File: src/bnr_pkg.sv
// Shared constants and types for the batch normalization and ReLU block.
package bnr_pkg;

  localparam int MAX_CHANNELS = 64;
  localparam int CH_W = $clog2(MAX_CHANNELS);
  localparam int COUNT_W = 7;
  localparam int DATA_WIDTH = 16;
  localparam int RESULT_W = 15;
  localparam int CFG_IDX_W = 4;
  localparam int CFG_DATA_W = 16;

  localparam logic [RESULT_W-1:0] RESULT_MAX = RESULT_W'((1 << (DATA_WIDTH - 1)) - 1);
  localparam logic [COUNT_W-1:0] COUNT_MAX = COUNT_W'(MAX_CHANNELS);
  localparam logic [31:0] SCALE_MAX = 32'h7FFF_FFFF;
  localparam logic [31:0] SCALE_MIN = 32'h8000_0000;

  typedef enum logic [CFG_IDX_W-1:0] {
    REG_CHANNEL_COUNT = CFG_IDX_W'(0),
    REG_EPSILON       = CFG_IDX_W'(1)
  } cfg_reg_t;

  typedef enum logic {
    OP_LOAD   = 1'b0,
    OP_SAMPLE = 1'b1
  } op_t;

  typedef struct packed {
    logic [15:0] gamma;
    logic [15:0] beta;
    logic [15:0] mean;
    logic [15:0] variance;
    logic [15:0] epsilon;
  } load_req_t;

  typedef struct packed {
    logic [31:0] scale;
    logic [31:0] shift;
  } coef_t;

endpackage

File: src/bnr_param_unit.sv
// Sequential unit that turns one channel's parameters into scale and shift.
module bnr_param_unit (
  input  logic               clk,
  input  logic               rst,
  input  logic               start,
  input  bnr_pkg::load_req_t req,
  output logic               done,
  output bnr_pkg::coef_t     coef
);

  typedef enum logic [2:0] {IDLE, SQRT, DIV, SCL, MUL, FIN} state_t;

  state_t             state;
  bnr_pkg::load_req_t req_q;
  logic [41:0]        rem;
  logic [41:0]        root;
  logic [41:0]        bitv;
  logic [20:0]        divisor;
  logic [20:0]        drem;
  logic [39:0]        quo;
  logic [5:0]         cnt;
  logic signed [31:0] scale;
  logic signed [47:0] prod;

  logic [24:0]        rad;
  logic [41:0]        trial;
  logic [41:0]        root_next;
  logic               g_neg;
  logic [15:0]        g_mag;
  logic [21:0]        remw;
  logic               ge;
  logic [20:0]        drem_next;
  logic [31:0]        scale_calc;
  logic signed [15:0] mean_s;
  logic signed [47:0] prod_sh;
  logic signed [40:0] diff;
  logic               fits;

  always_comb begin
    rad = {1'b0, req.variance, 8'h00} + {9'b0, req.epsilon};
    trial = root + bitv;
    root_next = (rem >= trial) ? ((root >> 1) + bitv) : (root >> 1);
    g_neg = req_q.gamma[15];
    g_mag = g_neg ? 16'(~req_q.gamma + 16'd1) : req_q.gamma;
    remw = {drem, quo[39]};
    ge = remw >= {1'b0, divisor};
    drem_next = ge ? 21'(remw - {1'b0, divisor}) : remw[20:0];
    if (root == 42'd0) begin
      if (req_q.gamma == 16'd0) begin
        scale_calc = 32'd0;
      end else begin
        scale_calc = g_neg ? bnr_pkg::SCALE_MIN : bnr_pkg::SCALE_MAX;
      end
    end else if (g_neg) begin
      scale_calc = (quo > 40'h00_8000_0000) ? bnr_pkg::SCALE_MIN : 32'(~quo[31:0] + 32'd1);
    end else begin
      scale_calc = (quo > 40'h00_7FFF_FFFF) ? bnr_pkg::SCALE_MAX : quo[31:0];
    end
    mean_s = req_q.mean;
    prod_sh = prod >>> 8;
    diff = $signed({{17{req_q.beta[15]}}, req_q.beta, 8'h00}) - $signed(prod_sh[40:0]);
    fits = (&diff[40:31]) | ~(|diff[40:31]);
  end

  always_ff @(posedge clk) begin
    if (rst) begin
      state <= IDLE;
      done <= 1'b0;
    end else begin
      done <= (state == FIN);
      case (state)
        IDLE: begin
          if (start) begin
            req_q <= req;
            rem <= 42'(rad) << 16;
            root <= 42'd0;
            bitv <= 42'd1 << 40;
            state <= SQRT;
          end
        end
        SQRT: begin
          if (rem >= trial) begin
            rem <= rem - trial;
          end
          root <= root_next;
          bitv <= bitv >> 2;
          if (bitv[0]) begin
            divisor <= root_next[20:0];
            drem <= 21'd0;
            quo <= {g_mag, 24'h000000};
            cnt <= 6'd0;
            state <= (root_next == 42'd0) ? SCL : DIV;
          end
        end
        DIV: begin
          drem <= drem_next;
          quo <= {quo[38:0], ge};
          cnt <= cnt + 6'd1;
          if (cnt == 6'd39) begin
            state <= SCL;
          end
        end
        SCL: begin
          scale <= scale_calc;
          state <= MUL;
        end
        MUL: begin
          prod <= scale * mean_s;
          state <= FIN;
        end
        FIN: begin
          coef.scale <= scale;
          coef.shift <= fits ? diff[31:0] : (diff[40] ? bnr_pkg::SCALE_MIN : bnr_pkg::SCALE_MAX);
          state <= IDLE;
        end
        default: state <= IDLE;
      endcase
    end
  end

endmodule

File: config.mk
export PLATFORM = sky130hd
export DESIGN_NAME = bnr_param_unit
export DESIGN_NICKNAME = d
export VERILOG_FILES = /design/src/bnr_pkg.sv /design/src/bnr_param_unit.sv
export SDC_FILE = /design/constraint.sdc
export NUM_CORES = 2
export LEC_CHECK = 0
export ABC_CLOCK_PERIOD_IN_PS = 16250
export BUFFER_PORTS_ARGS = -buffer_cell sky130_fd_sc_hd__buf_2
export CORE_ASPECT_RATIO = 1.1
export CORE_UTILIZATION = 65
export CTS_CLUSTER_SIZE = 8
export DETAILED_ROUTE_END_ITERATION = 10
export MAX_ROUTING_LAYER = met4
export PLACE_DENSITY = 0.82
export SYNTH_ARGS = -nofsm -noshare
export SYNTH_HDL_FRONTEND = slang
export SYNTH_SLANG_ARGS = --single-unit
File: constraint.sdc
create_clock -name clk -period 16.25 [get_ports clk]
set_input_delay 1.625 -clock clk [delete_from_list [all_inputs] [get_ports clk]]
set_output_delay 1.625 -clock clk [all_outputs]
set_load 0.01 [all_outputs]
==> flow_summary.json <==
{
  "status": "finished clean",
  "yosys-mux-area-fraction_pct": 0.588,
  "most-common-layout-cells": "inv_1 (662), fa_1 (488), nand2_1 (464)",
  "synth_xor_area_share_pct": 4.82,
  "cts_sinks": 381,
  "path_max_fanout": 17,
  "arrival_ns": 8.56,
  "max_cap_violations": 0,
  "ant_nets": 0,
  "grt_use_met1_pct": 38.3,
  "syn_inst": 4257,
  "overflow": 0,
  "cts_tree": "done",
  "ctsHoldBuffers": 0,
  "nNetsFinal": 5159,
  "relSlewSlack_pct": 14.9,
  "hpwl_mm": 74.8,
  "period_needed_ns": 8.18,
  "holdWs_ns": 0.547,
  "clk_latency_ns": 0.65,
  "synth_edf_count": 377,
  "yosys-top-cells-area": "edfxtp_1 (28%), fa_1 (24%), ha_1 (8.0%)",
  "die_y_um": 266,
  "synth_compound_area_share_pct": 11.2,
  "busiest_layer": "met2",
  "worst_setup_path_start_kind": "flip-flop",
  "syn_area_per_cell_um2": 9.65,
  "grt_use_met2_pct": 55.7,
  "cp-end-kind": "flip-flop",
  "fmax_mhz": 122,
  "combPwrFrac_pct": 60.3,
  "synth_fa_ha_area_share_pct": 31.8,
  "drive_gt1_share_pct": 7.81,
  "yosys.area_share.simple_pct": 16.1,
  "route.detailed.wl_per_inst_um": 19.3,
  "cts_resized": 0,
  "syn_area_mm2": 0.0411,
  "p_leak_nw": 19.4,
  "gp_congestion": 0.960,
  "core_mm2": 0.0625,
  "clkPwrFrac_pct": 17.3,
  "antenna_found_initial": 0,
  "p_sw_share_pct": 42.8,
  "io_pins": 148,
  "hold_path_class": "flip-flop to flip-flop",
  "skew_ns": 0.0587,
  "hold_viol": 0,
  "synth_top_flop_cell": "edfxtp_1",
  "final.setup.tns_ns": 0,
  "wl_mm": 101,
  "cts_root_buf": "clkbuf_16",
  "num_vias": 31000,
  "cts-buffers-inserted": 54,
  "synth_top_family_by_area": "adder cells",
  "ir_drop_v": 0.000182,
  "synth_area_leader_cell": "edfxtp_1",
  "mostFrequentLayoutCell": "inv_1",
  "rows": 96,
  "synth_top_area_share_pct": 27.6,
  "required_ns": 16.63,
  "drt-initial-drc-count": 2654,
  "worst_pin_slew_ns": 1.28,
  "post_cts_buffers": 0,
  "yosys_warnings": 0,
  "synth-seq-cells": 381,
  "avgViaCountPerCell": 5.96,
  "power.density_mw_per_mm2": 143,
  "drc_errors": 0,
  "seq_power_share_pct": 22.4,
  "synth_cell_types": 98,
  "rsz0062_at_grt": "no",
  "synth_fp_nets": 5090,
  "drtPass1Iterations": 8,
  "grt_pass1_wl_mm": 162,
  "post-route-period-util_pct": 50.3,
  "numPortBuffers": 147,
  "rrSetupSlack_ns": 8.07,
  "die_area_mm2": 0.0642,
  "grtUsageMet3_pct": 4.69,
  "path_class": "flip-flop to flip-flop",
  "setup_viol": 0,
  "internal-power_w": 0.00361,
  "grtUsageTotal_pct": 32.8,
  "clockBufferDepth": 3,
  "start_util_pct": 65.7,
  "synth_seq_area_share_pct": 27.8,
  "grt_pass1_vias": 31600,
  "maxSlewViolCount": 0,
  "clk_pin_slew_ns": 0.05,
  "htree_levels": 2,
  "synthArstFlopShare_pct": 0,
  "dieWidth_um": 242,
  "p_switching_w": 0.00270,
  "grt_max_degree": 68,
  "area_growth_pct": 7.47
}
power groups by stage:
stage,sequential [W],combinational [W],clock [W]
3_3_place_gp,0.00143,0.00365,0
6_report,0.00141,0.00381,0.00109
5_1_grt,0.00142,0.00423,0.00114
4_1_cts,0.00141,0.00379,0.00111
2_1_floorplan,0.00140,0.00287,0
3_5_place_dp,0.00143,0.00376,0
flip-flops by register name, summed over array words and instances (netlist names):
signal   flops
state        3
cnt          6
mean_s      16
done         1
scale       32
drem        21
req_q       31
quo         40
rem         42
coef        64
prod        40
root        42
bitv        21
g_neg        1
divisor     21
layer usage:
metal	share of wire, %	wire, µm	vias up
met4	5.8	5810	0
met2	50	50600	1215
met1	37	37500	15200
met3	6.6	6640	394
met5	0	0	-
li1	-	-	14200
logic make-up after synthesis:
logic type | count (synthesis)
and+or+nand+nor | 1355
AOI/OAI and AO/OA | 683
adders and majority gates | 750
buffers and inverters | 838
DFF | 381
muxes | 24
xor gates and xnor gates | 226
area by class of cell:
class,count,area (µm²)
clock buffers,89,1500
flip-flops and latches,381,11400
repair buffers,186,1030
diodes,1,2.50
multi-input cells,3038,26600
well taps,833,1040
fillers,4670,18300
clock inverters,5,104
inverters,665,2500
worst max-delay path, stage by stage (launching register included):
cell and delay [ns]:
edfxtp_1 0.99, nand2_1 0.18, fa_1 0.58, inv_1 0.05
fa_1 0.48, inv_1 0.06, fa_1 0.49, inv_1 0.05
fa_1 0.48, fa_1 0.53, fa_1 0.50, ha_1 0.37
and4_1 0.26, nand3_1 0.26, or3_1 0.44, a31oi_1 0.54
o21ai_0 0.31, o211a_1 0.32, o31a_1 0.35, o21ai_0 0.30
o21ai_0 0.16, a21oi_1 0.16, a31oi_1 0.05
per-stage QoR:
step	cells	power (W)	instance area, µm²	setup WS [ns]	util [%]
finish	5198	0.00631	44100	8.07	70.6
global route	5197	0.00679	44100	7.98	70.6
CTS	5197	0.00631	44100	8.29	70.6
detailed placement	5103	0.00519	42500	8.28	68.1
global placement	5103	0.00508	42500	8.42	68.1
floorplan	4257	0.00427	41100	6.61	-
cell usage after synthesis (11+ instances only):
cell        n
inv_1     662
fa_1      488
nand2_1   464
edfxtp_1  377
nor2_1    291
ha_1      262
and2_1    234
clkbuf_1  159
a21oi_1   157
xnor2_1   128
o21ai_0   120
xor2_1     98
nor3_1     68
a21o_1     60
nand2b_1   56
a31oi_1    39
and3_1     38
nand3_1    34
or3_1      32
a21oi_2    31
nand4_1    29
nor2b_1    28
o21ai_1    28
o31ai_1    27
a211oi_1   26
o21a_1     26
o22a_1     25
nor4_1     24
mux2i_1    23
o21bai_1   22
o211ai_1   11
final timing paths:
check	from	endpoint	depth (start not counted)
min reg2reg	quo[38]	quo[39]	2
max	scale[23]	prod[47]	22
max reg2reg	scale[23]	prod[47]	22
min	quo[38]	quo[39]	2
Power figures use the tool's default switching activity.
